$ cat src/design/rhp_pkg.sv
`timescale 1ns / 1ps

package rhp_pkg;

  // Configuration port
  localparam int unsigned CfgIdxW  = 1;
  localparam int unsigned CfgDataW = 8;

  localparam logic [CfgIdxW-1:0] CfgMinHeaderBytes = 1'b0;
  localparam logic [CfgIdxW-1:0] CfgMaxIdLength    = 1'b1;

  localparam logic [7:0] MinHeaderBytesRst = 8'd22;
  localparam logic [7:0] MaxIdLengthRst    = 8'd255;

  // Fixed header field sizes in bytes
  localparam logic [7:0] PrefixBytes = 8'd4;
  localparam logic [7:0] SeqBytes    = 8'd2;
  localparam logic [7:0] StageBytes  = 8'd8;
  localparam logic [7:0] ErrorBytes  = 8'd2;
  localparam logic [7:0] OrigBytes   = 8'd4;

  // Stream widths
  localparam int unsigned InDataW  = 8;
  localparam int unsigned OutDataW = 152;
  localparam int unsigned OutUserW = 2;

  typedef enum logic [1:0] {
    KIND_ID      = 2'd0,
    KIND_PAYLOAD = 2'd1,
    KIND_SUMMARY = 2'd2
  } kind_e;

  typedef enum logic [1:0] {
    STATUS_OK        = 2'd0,
    STATUS_TOO_SHORT = 2'd1,
    STATUS_BAD_ID    = 2'd2,
    STATUS_TRUNCATED = 2'd3
  } status_e;

  typedef struct packed {
    logic [7:0]  id_length;
    logic [15:0] sequence_res;
    logic [63:0] stage_id;
    logic [15:0] error_code;
    logic [31:0] original_size;
    status_e     status;
  } summary_t;

  // Up to two result beats caused by one input byte: a data beat, then a summary.
  typedef struct packed {
    logic     has_data;
    kind_e    data_kind;
    logic [7:0] data_byte;
    logic     has_sum;
    summary_t sum;
  } result_t;

endpackage

$ cat src/design/rhp_parser.sv
`timescale 1ns / 1ps

module rhp_parser import rhp_pkg::*; (
  input  logic       clk_i,
  input  logic       rst_ni,
  input  logic       advance_i,
  input  logic [7:0] byte_i,
  input  logic       eop_i,
  input  logic [7:0] min_header_bytes_i,
  input  logic [7:0] max_id_length_i,
  output result_t    result_o
);

  typedef enum logic [2:0] {
    PH_PREFIX  = 3'd0,
    PH_IDLEN   = 3'd1,
    PH_ID      = 3'd2,
    PH_SEQ     = 3'd3,
    PH_STAGE   = 3'd4,
    PH_ERROR   = 3'd5,
    PH_ORIG    = 3'd6,
    PH_PAYLOAD = 3'd7
  } phase_e;

  phase_e      phase_q, phase_d;
  logic [15:0] count_q, count_d;
  logic [7:0]  idx_q, idx_d;
  logic [7:0]  id_len_q, id_len_d;
  logic [15:0] seq_q, seq_d;
  logic [63:0] stage_q, stage_d;
  logic [15:0] err_q, err_d;
  logic [31:0] orig_q, orig_d;
  logic        bad_q, bad_d;

  logic        step_field;
  logic [7:0]  field_size;
  phase_e      field_next;
  logic [8:0]  idx_inc;

  assign idx_inc = {1'b0, idx_q} + 9'd1;

  always_comb begin
    phase_d  = phase_q;
    idx_d    = idx_q;
    id_len_d = id_len_q;
    seq_d    = seq_q;
    stage_d  = stage_q;
    err_d    = err_q;
    orig_d   = orig_q;
    bad_d    = bad_q;
    count_d  = (count_q != 16'hFFFF) ? count_q + 16'd1 : count_q;

    step_field = 1'b0;
    field_size = PrefixBytes;
    field_next = PH_IDLEN;

    result_o = '0;

    if (!bad_q) begin
      unique case (phase_q)
        PH_PREFIX: begin
          step_field = 1'b1;
          field_size = PrefixBytes;
          field_next = PH_IDLEN;
        end
        PH_IDLEN: begin
          id_len_d = byte_i;
          if (byte_i == 8'd0 || byte_i > max_id_length_i) begin
            bad_d = 1'b1;
          end else begin
            phase_d = PH_ID;
            idx_d   = 8'd0;
          end
        end
        PH_ID: begin
          result_o.has_data  = 1'b1;
          result_o.data_kind = KIND_ID;
          result_o.data_byte = byte_i;
          step_field = 1'b1;
          field_size = id_len_q;
          field_next = PH_SEQ;
        end
        PH_SEQ: begin
          for (int k = 0; k < 2; k++) begin
            if (idx_q[0] == k[0]) seq_d[8*k +: 8] = seq_q[8*k +: 8] | byte_i;
          end
          step_field = 1'b1;
          field_size = SeqBytes;
          field_next = PH_STAGE;
        end
        PH_STAGE: begin
          for (int k = 0; k < 8; k++) begin
            if (idx_q[2:0] == k[2:0]) stage_d[8*k +: 8] = stage_q[8*k +: 8] | byte_i;
          end
          step_field = 1'b1;
          field_size = StageBytes;
          field_next = PH_ERROR;
        end
        PH_ERROR: begin
          for (int k = 0; k < 2; k++) begin
            if (idx_q[0] == k[0]) err_d[8*k +: 8] = err_q[8*k +: 8] | byte_i;
          end
          step_field = 1'b1;
          field_size = ErrorBytes;
          field_next = PH_ORIG;
        end
        PH_ORIG: begin
          for (int k = 0; k < 4; k++) begin
            if (idx_q[1:0] == k[1:0]) orig_d[8*k +: 8] = orig_q[8*k +: 8] | byte_i;
          end
          step_field = 1'b1;
          field_size = OrigBytes;
          field_next = PH_PAYLOAD;
        end
        PH_PAYLOAD: begin
          result_o.has_data  = 1'b1;
          result_o.data_kind = KIND_PAYLOAD;
          result_o.data_byte = byte_i;
        end
        default: begin
          result_o.has_data = 1'b0;
        end
      endcase
    end

    if (step_field) begin
      if (idx_inc >= {1'b0, field_size}) begin
        idx_d   = 8'd0;
        phase_d = field_next;
      end else begin
        idx_d = idx_inc[7:0];
      end
    end

    if (eop_i) begin
      result_o.has_sum           = 1'b1;
      result_o.sum.id_length     = id_len_d;
      result_o.sum.sequence_res  = seq_d;
      result_o.sum.stage_id      = stage_d;
      result_o.sum.error_code    = err_d;
      result_o.sum.original_size = orig_d;
      priority if (count_d < {8'd0, min_header_bytes_i}) begin
        result_o.sum.status = STATUS_TOO_SHORT;
      end else if (bad_d) begin
        result_o.sum.status = STATUS_BAD_ID;
      end else if (phase_d != PH_PAYLOAD) begin
        result_o.sum.status = STATUS_TRUNCATED;
      end else begin
        result_o.sum.status = STATUS_OK;
      end
      phase_d  = PH_PREFIX;
      count_d  = '0;
      idx_d    = '0;
      id_len_d = '0;
      seq_d    = '0;
      stage_d  = '0;
      err_d    = '0;
      orig_d   = '0;
      bad_d    = 1'b0;
    end
  end

  always_ff @(posedge clk_i or negedge rst_ni) begin
    if (!rst_ni) begin
      phase_q  <= PH_PREFIX;
      count_q  <= '0;
      idx_q    <= '0;
      id_len_q <= '0;
      seq_q    <= '0;
      stage_q  <= '0;
      err_q    <= '0;
      orig_q   <= '0;
      bad_q    <= 1'b0;
    end else if (advance_i) begin
      phase_q  <= phase_d;
      count_q  <= count_d;
      idx_q    <= idx_d;
      id_len_q <= id_len_d;
      seq_q    <= seq_d;
      stage_q  <= stage_d;
      err_q    <= err_d;
      orig_q   <= orig_d;
      bad_q    <= bad_d;
    end
  end

endmodule

$ cat src/design/rhp_out_buf.sv
`timescale 1ns / 1ps

module rhp_out_buf import rhp_pkg::*; (
  input  logic                clk_i,
  input  logic                rst_ni,
  input  logic                load_i,
  input  result_t             result_i,
  output logic                can_load_o,
  output logic                m_axis_tvalid_o,
  input  logic                m_axis_tready_i,
  output logic [OutDataW-1:0] m_axis_tdata_o,
  output logic [OutUserW-1:0] m_axis_tuser_o,
  output logic                m_axis_tlast_o
);

  logic       has_data_q, has_data_d;
  logic       has_sum_q, has_sum_d;
  kind_e      data_kind_q;
  logic [7:0] data_byte_q;
  summary_t   sum_q;
  logic       pop;

  assign m_axis_tvalid_o = has_data_q | has_sum_q;
  assign pop             = m_axis_tvalid_o & m_axis_tready_i;
  // Free after this cycle if empty, or if the only pending beat leaves now.
  assign can_load_o      = !m_axis_tvalid_o || (pop && !(has_data_q && has_sum_q));

  assign m_axis_tuser_o = has_data_q ? data_kind_q : KIND_SUMMARY;
  assign m_axis_tlast_o = !has_data_q && has_sum_q;

  always_comb begin
    m_axis_tdata_o = '0;
    if (has_data_q) begin
      m_axis_tdata_o[7:0] = data_byte_q;
    end else begin
      m_axis_tdata_o[15:8]    = sum_q.id_length;
      m_axis_tdata_o[31:16]   = sum_q.sequence_res;
      m_axis_tdata_o[95:32]   = sum_q.stage_id;
      m_axis_tdata_o[111:96]  = sum_q.error_code;
      m_axis_tdata_o[143:112] = sum_q.original_size;
      m_axis_tdata_o[145:144] = sum_q.status;
    end
  end

  always_comb begin
    has_data_d = has_data_q;
    has_sum_d  = has_sum_q;
    if (load_i) begin
      has_data_d = result_i.has_data;
      has_sum_d  = result_i.has_sum;
    end else if (pop) begin
      if (has_data_q) begin
        has_data_d = 1'b0;
      end else begin
        has_sum_d = 1'b0;
      end
    end
  end

  always_ff @(posedge clk_i or negedge rst_ni) begin
    if (!rst_ni) begin
      has_data_q <= 1'b0;
      has_sum_q  <= 1'b0;
    end else begin
      has_data_q <= has_data_d;
      has_sum_q  <= has_sum_d;
    end
  end

  always_ff @(posedge clk_i) begin
    if (load_i) begin
      data_kind_q <= result_i.data_kind;
      data_byte_q <= result_i.data_byte;
      sum_q       <= result_i.sum;
    end
  end

  a_no_overwrite: assert property (@(posedge clk_i) disable iff (!rst_ni)
    load_i |-> can_load_o)
    else $error("result register loaded while a beat is still pending");

  a_sum_follows_data: assert property (@(posedge clk_i) disable iff (!rst_ni)
    (pop && has_data_q && has_sum_q) |=> (m_axis_tvalid_o && m_axis_tlast_o))
    else $error("summary lost after its data beat");

  a_summary_marked: assert property (@(posedge clk_i) disable iff (!rst_ni)
    (m_axis_tvalid_o && m_axis_tlast_o) |->
      (m_axis_tuser_o == KIND_SUMMARY && m_axis_tdata_o[7:0] == 8'd0))
    else $error("summary beat with wrong kind or nonzero data byte");

endmodule

$ cat src/design/response_header_parser.sv
`timescale 1ns / 1ps
// Path: a byte beat waits in the input register until the result register can take its
//   results; its result beats then leave from the result register.
// Throughput: one byte beat per cycle while the result stream is ready; a closing byte
//   with an id or payload byte yields two result beats; input then waits for the summary.
// Reset: all packet state cleared, min_header_bytes = 22, max_id_length = 255, no beats.

module response_header_parser import rhp_pkg::*; (
  input  logic                clk_i,
  input  logic                rst_ni,
  // Configuration: register 0 min_header_bytes, register 1 max_id_length
  input  logic                cfg_we_i,
  input  logic [CfgIdxW-1:0]  cfg_index_i,
  input  logic [CfgDataW-1:0] cfg_data_i,
  // Byte stream in
  input  logic                s_axis_tvalid_i,
  output logic                s_axis_tready_o,
  input  logic [InDataW-1:0]  s_axis_tdata_i,   // [7:0] byte_value
  input  logic                s_axis_tlast_i,   // end_of_packet
  // Result stream out
  output logic                m_axis_tvalid_o,
  input  logic                m_axis_tready_i,
  // [7:0] data_byte, [15:8] id_length, [31:16] sequence_res, [95:32] stage_id,
  // [111:96] error_code, [143:112] original_size, [145:144] status, rest zero
  output logic [OutDataW-1:0] m_axis_tdata_o,
  output logic [OutUserW-1:0] m_axis_tuser_o,   // [1:0] kind
  output logic                m_axis_tlast_o    // last
);

  // Configuration registers; the user must write them only while idle; the block does not enforce this.
  logic [7:0] min_hdr_q;
  logic [7:0] max_id_q;

  always_ff @(posedge clk_i or negedge rst_ni) begin
    if (!rst_ni) begin
      min_hdr_q <= MinHeaderBytesRst;
      max_id_q  <= MaxIdLengthRst;
    end else if (cfg_we_i) begin
      unique case (cfg_index_i)
        CfgMinHeaderBytes: min_hdr_q <= cfg_data_i;
        CfgMaxIdLength:    max_id_q  <= cfg_data_i;
        default:           max_id_q  <= max_id_q;
      endcase
    end
  end

  // Input register: holds one byte beat until the parser can hand its results on.
  logic       in_valid_q, in_valid_d;
  logic [7:0] in_byte_q;
  logic       in_eop_q;
  logic       s_accept;
  logic       advance;
  logic       can_load;
  result_t    result;

  // Advance the parser whenever a byte waits and the result register frees up.
  assign advance         = in_valid_q && can_load;
  assign s_axis_tready_o = !in_valid_q || advance;
  assign s_accept        = s_axis_tvalid_i && s_axis_tready_o;

  always_comb begin
    in_valid_d = in_valid_q;
    if (s_accept) begin
      in_valid_d = 1'b1;
    end else if (advance) begin
      in_valid_d = 1'b0;
    end
  end

  always_ff @(posedge clk_i or negedge rst_ni) begin
    if (!rst_ni) begin
      in_valid_q <= 1'b0;
    end else begin
      in_valid_q <= in_valid_d;
    end
  end

  always_ff @(posedge clk_i) begin
    if (s_accept) begin
      in_byte_q <= s_axis_tdata_i;
      in_eop_q  <= s_axis_tlast_i;
    end
  end

  // Packet state and per-byte decode.
  rhp_parser u_parser (
    .clk_i              (clk_i),
    .rst_ni             (rst_ni),
    .advance_i          (advance),
    .byte_i             (in_byte_q),
    .eop_i              (in_eop_q),
    .min_header_bytes_i (min_hdr_q),
    .max_id_length_i    (max_id_q),
    .result_o           (result)
  );

  // Result register: emit the data beat first, then the summary.
  rhp_out_buf u_out_buf (
    .clk_i           (clk_i),
    .rst_ni          (rst_ni),
    .load_i          (advance),
    .result_i        (result),
    .can_load_o      (can_load),
    .m_axis_tvalid_o (m_axis_tvalid_o),
    .m_axis_tready_i (m_axis_tready_i),
    .m_axis_tdata_o  (m_axis_tdata_o),
    .m_axis_tuser_o  (m_axis_tuser_o),
    .m_axis_tlast_o  (m_axis_tlast_o)
  );

endmodule
$ cat config.mk
export PLATFORM = sky130hd
export DESIGN_NAME = response_header_parser
export DESIGN_NICKNAME = d
export VERILOG_FILES = /design/src/design/rhp_pkg.sv /design/src/design/rhp_parser.sv /design/src/design/rhp_out_buf.sv /design/src/design/response_header_parser.sv
export SDC_FILE = /design/constraint.sdc
export NUM_CORES = 1
export LEC_CHECK = 0
export ABC_AREA = 1
export ABC_CLOCK_PERIOD_IN_PS = 5700
export BUFFER_PORTS_ARGS = -buffer_cell sky130_fd_sc_hd__buf_2
export CORE_AREA = 2 2 171 173
export DETAILED_ROUTE_END_ITERATION = 16
export DIE_AREA = 0 0 173 175
export PLACE_DENSITY_LB_ADDON = 0.3
export SETUP_SLACK_MARGIN = 0.3
export SYNTH_ARGS = -nofsm -noshare
export SYNTH_HDL_FRONTEND = slang
export SYNTH_HIERARCHICAL = 1
export SYNTH_SLANG_ARGS = --single-unit
$ cat constraint.sdc
create_clock -name clk_i -period 5.7 [get_ports clk_i]
set_input_delay 0.57 -clock clk_i [delete_from_list [all_inputs] [get_ports clk_i]]
set_output_delay 0.57 -clock clk_i [all_outputs]
set_load 0.01 [all_outputs]
; After elaboration in Yosys (flattened, before gate mapping)
; Cells that the tools add are included.
[classes]
muxes = 71
bitwise = 20
n_reduce_logical = 26
n_eq_ne = 22
addsub = 2
n_lt_le_gt_ge = 3
[ops]
columns = cell, count
row1 = 8-bit 2-to-1 mux, 27
row2 = 64-bit 2-to-1 mux, 3
row3 = 139-bit 2-to-1 mux, 1
row4 = 138-bit 2-to-1 mux, 1
row5 = 16-bit 2-to-1 mux, 8
row6 = 8-bit bitwise OR, 16
row7 = 32-bit 2-to-1 mux, 3
row8 = 3-bit == test (second input constant), 8
row9 = 8-bit one-hot mux with 3 select lines, 1
row10 = 11-bit one-hot mux with 2 select lines, 1
row11 = 3-bit 2-to-1 mux, 7
row12 = 16-bit by 1-bit adder with 16-bit output (second input constant), 1
row13 = 16-bit by 8-bit < comparator with 1-bit output, 1
row14 = 16-bit inequality test (second input constant), 1
row15 = 3-bit one-hot mux with 5 select lines, 1
row16 = 1-bit 2-to-1 mux, 13
row17 = 3-bit by 2-bit == test with 1-bit output (second input constant), 4
row18 = 11-bit 2-to-1 mux, 1
row19 = 8-bit by 1-bit adder with 9-bit output (second input constant), 1
row20 = 9-bit by 8-bit greater-or-equal comparator with 1-bit output, 1
row21 = 8-bit > comparator, 1
row22 = 8-bit logical NOT, 1
row23 = 2-bit 2-to-1 mux, 4
row24 = 3-bit by 1-bit == test with 1-bit output (second input constant), 2
row25 = 19 further kinds, 36
[word_totals]
ff_bits = 340
output_inout_bits = 157
input_bits = 23
wordCells = 169

; Longest topological paths before layout
; Gate-level depths: netlist of the first run.
[logic_depth]
ltp_word = 13
ltp_mapped = 22
ltp_nobuf = 22

; By module
; Netlist of the first run, hierarchy kept.
[by_module_without_submodules]
columns = module, seq_area_each_um2, cells_per_inst, area_per_inst_um2, n_inst
row1 = rhp_parser, 4103.9, 1230, 9322.7, 1
row2 = rhp_out_buf, 4494.3, 485, 5918.2, 1
row3 = response_header_parser, 709.4, 87, 999.7, 1

; Worst setup path before layout of the first run
; Ideal clock, no wire load.
[synth_path]
kind = reg-to-reg
startpoint = reg u_out_buf.has_data_q
endpoint = reg u_parser.orig_q[31]
setup_ns = 0.078
required_time_ns = 5.622
slack_ns = 0.408
synth_period_minus_slack_ns = 5.292
n_path_buf = 4
arrival_ns = 5.214
path_stages_with_launch = 14
path_cell_list = dfrtp_1 > buf_6 > inv_1 > nand2_1 > nand3_1 > nand2_1 > inv_1 > buf_2 > inv_1 > nor2_1 > inv_2 > clkbuf_1 > clkbuf_1 > a21oi_1
[synth_via]
elab_chain_cells = 5
word_cells_on_any_way = 8
classes_between = 2 x bitwise / 6 x reduce/logical
[synth_lines]
columns = element, line_no
row1 = "start, declared", rhp_out_buf.sv:16  ; logic has_data_q, has_data_d;
row2 = "start signal, assigned", rhp_out_buf.sv:65  ; has_data_q <= has_data_d;
row3 = 1-bit bitwise OR *, rhp_out_buf.sv:23  ; assign m_axis_tvalid_o = has_data_q | has_sum_q;
row4 = via m_axis_tvalid_o, response_header_parser.sv:21  ; output logic m_axis_tvalid_o,
row5 = 1-bit AND, rhp_out_buf.sv:24  ; assign pop = m_axis_tvalid_o & m_axis_tready_i;
row6 = 1-bit logical AND, rhp_out_buf.sv:26  ; assign can_load_o = !m_axis_tvalid_o || (pop && !(has_data_q && has_sum_q));
row7 = 1-bit logical OR *, rhp_out_buf.sv:26
row8 = via can_load, response_header_parser.sv:53  ; logic can_load;
row9 = 1-bit logical AND *, response_header_parser.sv:57  ; assign advance = in_valid_q && can_load;
row10 = via advance, response_header_parser.sv:52  ; logic advance;
row11 = "end signal, assigned", rhp_parser.sv:182  ; orig_q <= orig_d;
row12 = "end, declared", rhp_parser.sv:32  ; logic [31:0] orig_q, orig_d;
; Mark *: on every way through the listed nets, which the timed path passes. The rest lies on a longest branch.
; A chain may end at the register's enable or synchronous reset.

; Worst setup path after layout of the first run
[layout_path]
startpoint = reg u_parser.idx_q[0]
endpoint = reg u_out_buf/sum_q[0] (netlist bit), data pin
[layout_via]
elab_chain_cells = 8
[layout_lines]
columns = element, line_no
row1 = "start, declared", rhp_parser.sv:27  ; logic [7:0] idx_q, idx_d;
row2 = "start signal, assigned", rhp_parser.sv:177  ; idx_q <= idx_d;
row3 = 8-bit by 1-bit adder with 9-bit output, rhp_parser.sv:40  ; assign idx_inc = {1'b0, idx_q} + 9'd1;
row4 = 9-bit by 8-bit greater-or-equal comparator with 1-bit output, rhp_parser.sv:127  ; if (idx_inc >= {1'b0, field_size}) begin
row5 = 3-bit 2-to-1 mux, rhp_parser.sv:127
row6 = 3-bit 2-to-1 mux, rhp_parser.sv:126  ; if (step_field) begin
row7 = 3-bit inequality test, rhp_parser.sv:146  ; end else if (phase_d != PH_PAYLOAD) begin
row8 = 2-bit 2-to-1 mux, rhp_parser.sv:146
row9 = 2-bit 2-to-1 mux, rhp_parser.sv:144  ; end else if (bad_d) begin
row10 = 2-bit 2-to-1 mux, rhp_parser.sv:142  ; priority if (count_d < {8'd0, min_header_bytes_i}) begin
row11 = "end signal, assigned", rhp_out_buf.sv:74  ; sum_q <= result_i.sum;
row12 = "end, declared", rhp_out_buf.sv:20  ; summary_t sum_q;
; No other way between the ends.

==> flow_results.org, run 1 <==
** Run status
- The flow ran to the end, and the final reports show no timing, DRC or antenna violations.

** Route
- Final routed wirelength across all metal layers :: 37300 um
- DRC violation count after routing :: 0
- In the final routed layout, each cell accounts on average for 16.0 um.
- Dividing the detail-routed via count by the number of cells gives 5.35.
- Post-route antenna net violation count :: 0
- For this run, the detailed router's first-pass iteration total came to 5.
- Number of DRC markers in iteration 0 :: 1135
- Total vias in the final route :: 12500

** Logic synthesis
- The share of synthesized area in the top cell type comes to 0.290.
- Synthesis inferred 340 register bits.
- Among all flip-flop cells after synthesis, the most frequent one is dfrtp_1.
- Register area share after synthesis :: 0.573
- Number of instances in the synthesized netlist :: 1802
- Number of different library cells in the post-synthesis netlist :: 48
- The largest total area in the synthesized netlist belongs to edfxtp_1.
- In the synthesized netlist the async set-or-reset flop fraction comes to 0.538.
- Yosys mapped a number of flops with a built-in enable equal to 157.
- Post-synthesis instance area :: 16200 um2
- Yosys attributes the largest share of cell area to edfxtp_1 29%, dfrtp_1 27%, nand2_1 7.1%.
- Warning count from the yosys run :: 6
- Syn avg cell area :: 9.01 um2

** Power
- The share of total power dissipated in the clock network is 0.353.
- Switching Share :: 0.298
- Cell-internal power :: 0.00441 W
- Power density over the cells :: 344 nW/um2
- Of the total power, combinational logic draws 0.183.
- Leakage power :: 8.53 nW
- Share of total power in sequential cells :: 0.464
- Sw power :: 0.00187 W
- VDD sags by at most 0.209 mV.

** Timing
- Setup repair after global routing left no endpoint under its margin.
- Hold Fails Final Rpt :: 0
- Timing-limited maximum frequency :: 0.261 GHz
- Max-slew violations :: 0
- Relative slew margins :: 0.204
- At the pin with the least slew margin, the transition time is 1.19 ns.
- Min Hold Slack :: 0.240 ns
- Worst clock skew :: 0.0155 ns
- Final setup violating endpoints :: 0
- Post-Route Setup TNS :: 0 ns
- Final Critical Period :: 3.84 ns
- Of the available clock period, the critical path in the final layout requires 0.673.

** Worst setup path
- The worst setup path is captured at a register.
- Worst-path fanout max :: 21
- Data on the critical path is required at its endpoint by 5.92 ns.
- Worst Setup Path Type :: reg2reg
- For the worst setup path, the data arrival time is 4.06 ns.
- The worst setup path is launched from a register.

** Cells and area
- The final layout contains 1980 nets.
- Layout overhead on the synthesized area :: 12.6%
- The filler cells instantiated in the layout total 2317.
- The count of cells in the finished layout, fillers not included, comes to 2337.
- Proportion of layout cells with a drive suffix above 1 :: 0.168
- Final antenna diode count :: 0
- Post-route design area :: 18300 um2

** Global routing
- The number of global-route vias before repair came to 11900.
- In the global route stage, overall resource usage came out at 0.243.
- Entering global routing, the biggest net connects 184 pins.
- The total overflow left after global routing is 0.
- The first global-routing pass estimated 60000 um of wire.
- The initial antenna violation count is 0.

** Clock network
- Counting every sink on the clock net gives 340.
- Clock-pin slew was measured on the worst setup and hold paths at 0.06 ns.
- Clock tree synthesis selected as its root buffer the cell clkbuf_16.
- Clock insertion delay at the later pin of the skew report :: 0.51 ns
- H-Tree Level Count :: 2
- CTS buffer count :: 35
- After clock tree synthesis, the flow added hold-fix buffers numbering 0.
- TritonCTS built the clock tree.
- The clock passes through at most 3 buffers.
- Setup bufs post-CTS :: 0
- Count of instances resized after the clock tree is built :: 0

** Run
- Max-cap violations in this run came to 0.

** Placement
- In this run, placement finished with an instance count of 2274.
- At the end of routability-driven placement, the weighted congestion stood at 0.877.
- Detailed Place HPWL :: 23900 um
- Cell area after placement :: 17200 um2
- During placement, the flow inserted port buffers numbering 173.

** Floorplan
- The die is 175 um tall.
- Horizontal extent of the die :: 173 um
- Core area :: 28400 um2
- The initialized floorplan defines 62 standard-cell rows.
- IO Count :: 180
- Full die area :: 30300 um2
- For this configuration, the core starts out at a cell density of 0.572.

** Worst hold path
- Worst hold-check path type :: in2reg
[final cells by class]
cell class / instances / area, um2 / share of cell area
Sequential cell: 340 / 9310 / 0.509
Multi-Input combinational cell: 1106 / 5410 / 0.296
Inverter: 261 / 1000 / 0.0547
Clock buffer: 47 / 983 / 0.0538
Timing Repair Buffer: 183 / 972 / 0.0532
Tap cell: 384 / 480 / 0.0263
Clock inverter: 16 / 130 / 0.00712
[cells in the mapped netlist (2+ instances only)]
cell type and count:
nand2_1 307, nor2_1 306, inv_1 248, a21oi_1 195
dfrtp_1 172, edfxtp_1 157, a31oi_1 72, clkbuf_1 59
nand3_1 37, o21ai_0 33, ha_1 30, nor2_2 22
nor3_2 20, buf_6 18, nor3_1 17, dfstp_2 11
xor2_1 10, buf_2 9, buf_4 9, inv_2 8
nand2_2 8, o22ai_1 8, nor2_4 6, buf_1 4
clkinv_1 4, a211oi_1 2, a21o_1 2, a21oi_2 2
conb_1 2, nand3_2 2, nand3b_1 2, nand4_1 2
o21ai_1 2, o21ai_2 2
[power by group through the flow]
stage               Sequential [W]  Combinational (W)  Clock, W
floorplan                  0.00290           0.000820         0
global placement           0.00296            0.00112         0
detailed placement         0.00296            0.00114         0
CTS                        0.00292            0.00115   0.00225
global route               0.00294            0.00128   0.00235
finish                     0.00292            0.00115   0.00222
[cells by family after synthesis]
family,synth area share
and+or+nand+nor,0.195
buffers and inverters,0.0951
DFF,0.573
AOI/OAI and AO/OA,0.108
xor gates and xnor gates,0.00539
other,0.000462
adders and majority gates,0.0231
[sequential cells by signal, summed over array words and instances (netlist names), 2 cells and up]
| register | cells |
|---|---|
| in_byte_q | 8 |
| u_parser/err_q | 16 |
| u_parser/stage_q | 64 |
| u_parser/phase_q | 3 |
| u_parser/id_len_q | 8 |
| u_parser/count_q | 16 |
| u_out_buf/data_byte_q | 8 |
| u_out_buf/data_kind_q | 2 |
| u_parser/orig_q | 32 |
| max_id_q | 8 |
| u_parser/seq_q | 16 |
| u_parser/idx_q | 8 |
| min_hdr_q | 8 |
| u_out_buf/sum_q | 138 |
[per-stage QoR]
| stage | total power, W | worst slack, ns | utilization |
|---|---|---|---|
| after floorplan | 0.00372 | 0.408 | - |
| after global placement | 0.00408 | 2.10 | 0.605 |
| after detailed placement | 0.00410 | 1.96 | 0.605 |
| after CTS | 0.00632 | 1.95 | 0.644 |
| after global routing | 0.00657 | 1.56 | 0.644 |
| final | 0.00628 | 1.86 | 0.644 |
[critical path, cell delays in order, from the launching register on]
cell	delay (ns)
dfrtp_1	0.81
inv_1	0.53
nor3_1	0.40
nand3_1	0.17
nand3b_1	0.20
xor2_1	0.17
ha_1	0.33
nand4_1	0.10
nor3_1	0.14
nand2_1	0.08
nand3_2	0.13
nand2_2	0.07
nand2_1	0.06
nand2_1	0.06
inv_1	0.05
nand3_1	0.09
nand2_1	0.10
a21oi_2	0.05
[final timing paths]
path | slack, ns | startpoint | end | cells after the start
setup / recovery | 1.86 | u_parser/idx_q[0]$_DFFE_PN0P_ | u_out_buf/sum_q[0]$_DFFE_PP_ | 17
hold / removal | 0.24 | s_axis_tdata_i[4] | in_byte_q[4]$_DFFE_PP_ | 1
setup reg to reg | 1.86 | u_parser/idx_q[0]$_DFFE_PN0P_ | u_out_buf/sum_q[0]$_DFFE_PP_ | 17
hold reg to reg | 0.46 | min_hdr_q[2]$_DFFE_PN1P_ | min_hdr_q[2]$_DFFE_PN1P_ | 2
max in group asynchronous | 4.64 | rst_ni | u_out_buf/has_data_q$_DFFE_PN0P_ | 2
min in group asynchronous | 0.25 | rst_ni | u_parser/stage_q[19]$_DFFE_PN0P_ | 2
[routing by layer]
layer | share of wire | GRT usage | vias to the layer above
li1 | - | - | 6048
met1 | 0.43 | 0.338 | 5922
met2 | 0.48 | 0.393 | 470
met3 | 0.063 | 0.0376 | 71
met4 | 0.028 | 0.0844 | 0
met5 | 0 | 0 | -
[cell usage in the layout (no fill, tap or decap), types with 3 or more instances in the layout]
cell,n
nand2_1,307
nor2_1,305
inv_1,245
a21oi_1,195
buf_2,172
dfrtp_1,171
edfxtp_1,157
a31oi_1,72
nand3_1,37
clkbuf_16,37
o21ai_0,33
ha_1,30
nor2_2,23
nor3_2,20
nor3_1,17
dfstp_2,11
clkinv_2,10
xor2_1,10
nand2_2,8
clkbuf_1,8
buf_4,8
o22ai_1,8
clkinv_1,7
conb_1,7
inv_2,7
nor2_4,6
inv_4,3
No activity file was read; power rests on OpenSTA's default activity.
==> run 2, diff against run 1 <==
--- a/config.mk
+++ b/config.mk
@@ -6,11 +6,11 @@
 export NUM_CORES = 1
 export LEC_CHECK = 0
 export ABC_AREA = 1
-export ABC_CLOCK_PERIOD_IN_PS = 5700
+export ABC_CLOCK_PERIOD_IN_PS = 3100
 export BUFFER_PORTS_ARGS = -buffer_cell sky130_fd_sc_hd__buf_2
-export CORE_AREA = 2 2 171 173
+export CORE_AREA = 2 2 179 181
 export DETAILED_ROUTE_END_ITERATION = 16
-export DIE_AREA = 0 0 173 175
+export DIE_AREA = 0 0 181 183
 export PLACE_DENSITY_LB_ADDON = 0.3
 export SETUP_SLACK_MARGIN = 0.3
 export SYNTH_ARGS = -nofsm -noshare
==> constraint.sdc (replaced) <==
create_clock -name clk_i -period 3.1 [get_ports clk_i]
set_input_delay 0.31 -clock clk_i [delete_from_list [all_inputs] [get_ports clk_i]]
set_output_delay 0.31 -clock clk_i [all_outputs]
set_load 0.01 [all_outputs]
==> run 2 against run 1 <==
Against the previous run: cell count up 2.5%; clock skew up 0.0096 ns; count of clock-buffer cells in the layout down 2; first-iteration DRC count up 11%; design area up 3.8%; highest routed layer unchanged; sequential power up 82%; utilization down 3.6 points; register-to-register slack worse by 1.6 ns; worst hold slack worse by 0.22 ns.
==> flow_results.org, run 2 (synthesized netlist as in run 1, its figures left out) <==
** Run status
- Outcome: finished clean (unchanged).

** Route
- The top metal layer carrying routed signals is met4 (unchanged).
- Met1 layer wirelength in the final routing :: 16600 um (was 16000 um)
- The average via count per standard cell came to 5.33 (was 5.35).
- The total met2 wirelength after detailed routing was 18600 um (was 17900 um).
- Total vias in the final route :: 12800 (was 12500)
- The sum of met3 wire segment lengths after detailed routing came to 2520 um (was 2360 um).
- Number of DRC markers in iteration 0 :: 1260 (was 1135)
- Count of TritonRoute iterations in the first routing pass :: 7 (was 5)
- The wire length after detailed routing is 39100 um (was 37300 um).
- Post-route antenna net violation count :: 0 (unchanged)
- The mean routed wirelength per cell is 16.3 um (was 16.0 um).
- DRC violation count after routing :: 0 (unchanged)

** Worst hold path
- Worst hold-check path type :: in2reg (unchanged)

** Power
- Power density over the cells :: 624 nW/um2 (was 344 nW/um2)
- The leakage component of the power is 8.77 nW (was 8.53 nW).
- Peak VDD IR :: 0.464 mV (was 0.209 mV)

** Cells and area
- Leading registers by flop count: u_out_buf/sum_q x138, u_parser/stage_q x64, u_parser/orig_q x32 (unchanged).
- Highest-count cells in the layout ignoring fill and taps :: 298 x nor2_1, 294 x nand2_1, 235 x inv_1, 188 x a21oi_1, 172 x buf_2 (was 307 x nand2_1, 305 x nor2_1, 245 x inv_1, 195 x a21oi_1, 172 x buf_2)
- Post-layout nets :: 2020 (was 1980)
- The register area was 9310 um2 (about the same).
- The post-synthesis to final-layout area growth was 16.8% (was 12.6%).
- The register with the most flip-flops is u_out_buf/sum_q (unchanged).
- Final antenna diode count :: 0 (unchanged)
- The final instance area is 19000 um2 (was 18300 um2).
- The area occupied by multi-input gates came to 5680 um2 (was 5410 um2).
- The most common library cell in the layout ignoring fill and taps is nor2_1 (was nand2_1).
- Proportion of layout cells with a drive suffix above 1 :: 0.210 (was 0.168)
- The number of flip-flops under the largest register name was 138 (unchanged).
- Final-layout fill cell count :: 2639 (was 2317)

** Timing
- The total setup violations reported at the end of the flow was 0 (unchanged).
- Tightest Pin Transition :: 0.902 ns (was 1.19 ns)
- The minimum clock period came to 2.81 ns (was 3.84 ns).
- The maximum clock frequency was 0.355 GHz (was 0.261 GHz).
- The setup skew after layout was 0.0251 ns (was 0.0155 ns).
- The tightest hold margin is 0.0173 ns (was 0.240 ns).
- Relative slew margins :: 0.394 (was 0.204)
- Final period util :: 0.907 (was 0.673)
- Unrepaired setup endpoints after global routing: yes (was no).
- Max-slew violations :: 0 (unchanged)
- Hold Fails Final Rpt :: 0 (unchanged)

** Global routing
- The total routing resource utilization after global routing is 0.232 (was 0.243).
- Residual overflow from global routing :: 0 (unchanged)
- Number of antenna violations at the first check in global routing :: 0 (unchanged)
- The number of global-route vias before repair came to 12300 (was 11900).
- Pin count of the biggest net entering global routing :: 140 (was 184)
- The first-pass GRT wire length was 62300 um (was 60000 um).

** Worst setup path
- Worst path required time :: 3.36 ns (was 5.92 ns)
- Worst Setup Path Type :: reg2reg (unchanged)
- Endpoint kind of the worst setup timing path :: register (unchanged)
- Crit path launch type :: register (unchanged)
- Worst-path fanout max :: 5 (was 21)
- Worst EP arrival :: 3.07 ns (was 4.06 ns)

** Clock network
- The maximum root-to-sink buffer count was 3 (unchanged).
- Clock insertion delay at the later pin of the skew report :: 0.53 ns (was 0.51 ns)
- H-Tree Level Count :: 2 (unchanged)
- CTS buffer count :: 35 (unchanged)
- Library cell used as clock root buffer :: clkbuf_16 (unchanged)
- The CTS tree is built (unchanged).
- Sinks on the clock net :: 340 (unchanged)
- The clock-pin slew on the worst setup and hold paths came to 0.07 ns (was 0.06 ns).

** Floorplan
- The cell row count came to 65 (was 62).
- The die footprint is 33100 um2 (was 30300 um2).
- The total I/O pin count was 180 (unchanged).
- The die boundary height was 183 um (was 175 um).
- The horizontal extent of the die is 181 um (was 173 um).
- The initial core utilization is 0.520 (was 0.572).
- The core box area is 31200 um2 (was 28400 um2).

** Run
- The count of max-cap constraint violations is 0 (unchanged).

** Placement
- Cell area after placement :: 17400 um2 (was 17200 um2)
- Detailed Place HPWL :: 24900 um (was 23900 um)
- The quantity of I/O buffers inserted on ports was 173 (unchanged).
- Global placement routability congestion :: 0.861 (was 0.877)
run 2: worst max-delay path: stages (launching register included):
cell,delay [ns]
dfrtp_1,0.42
inv_1,0.12
nor3_4,0.23
nand3_2,0.11
nand3b_1,0.22
xor2_2,0.20
ha_4,0.29
nand4_1,0.10
nor3_2,0.13
nand2_1,0.11
nand3_4,0.11
buf_4,0.12
nand3b_1,0.09
nand2_2,0.09
nand3_2,0.08
nand2_2,0.09
a21oi_2,0.05
run 2: through the flow:
| stage | setup WS (ns) | utilization | total power [W] | std cells | setup TNS, ns |
|---|---|---|---|---|---|
| after floorplan | -0.755 | - | 0.00692 | 1807 | -145.02 |
| after global placement | 0.238 | 0.558 | 0.00761 | 2307 | 0 |
| after detailed placement | 0.150 | 0.558 | 0.00765 | 2307 | 0 |
| after CTS | 0.309 | 0.599 | 0.0118 | 2385 | 0 |
| after global routing | 0.108 | 0.608 | 0.0124 | 2396 | 0 |
| final | 0.287 | 0.608 | 0.0118 | 2396 | 0 |
run 2: final timing paths:
path	startpoint	endpoint	slack, ns	cells past startpoint
worst max register to register	u_parser/idx_q[0]$_DFFE_PN0P_	u_out_buf/sum_q[0]$_DFFE_PP_	0.29	16
min in group asynchronous	rst_ni	u_parser/stage_q[20]$_DFFE_PN0P_	0.31	2
max in group asynchronous	rst_ni	max_id_q[3]$_DFFE_PN1P_	2.04	3
worst min-delay path	cfg_data_i[2]	min_hdr_q[2]$_DFFE_PN1P_	0.02	3
worst min register to register	max_id_q[5]$_DFFE_PN1P_	max_id_q[5]$_DFFE_PN1P_	0.46	2
worst max-delay path	u_parser/idx_q[0]$_DFFE_PN0P_	u_out_buf/sum_q[0]$_DFFE_PP_	0.29	16
run 2: cell type report:
type / count / area share
Multi-Input combinational cell: 1106 / 0.299
Tap cell: 402 / 0.0265
Inverter: 261 / 0.0531
Clock inverter: 19 / 0.00758
Sequential cell: 340 / 0.491
Clock buffer: 45 / 0.0514
Timing Repair Buffer: 223 / 0.0711
run 2: report_power, final:
part / switching [W] / internal [W] / total [W]
Clock: 0.00175 / 0.00233 / 0.00408
Combinational: 0.00172 / 0.000730 / 0.00245
Sequential: 0.000185 / 0.00512 / 0.00531
run 2: repair_timing:
item	4_1_cts	5_1_grt
endpoints found under the hold margin	56	0
gates resized for setup	11	51
setup buffers	3	11
setup endpoints to repair	9	13
pin swaps	3	23
hold buffers	11	0
run 2: metal layers:
layer	vias to the layer above	track usage
li1	6137	-
met2	481	0.376
met4	0	0.0959
met3	100	0.0365
met1	6049	0.316
met5	-	0
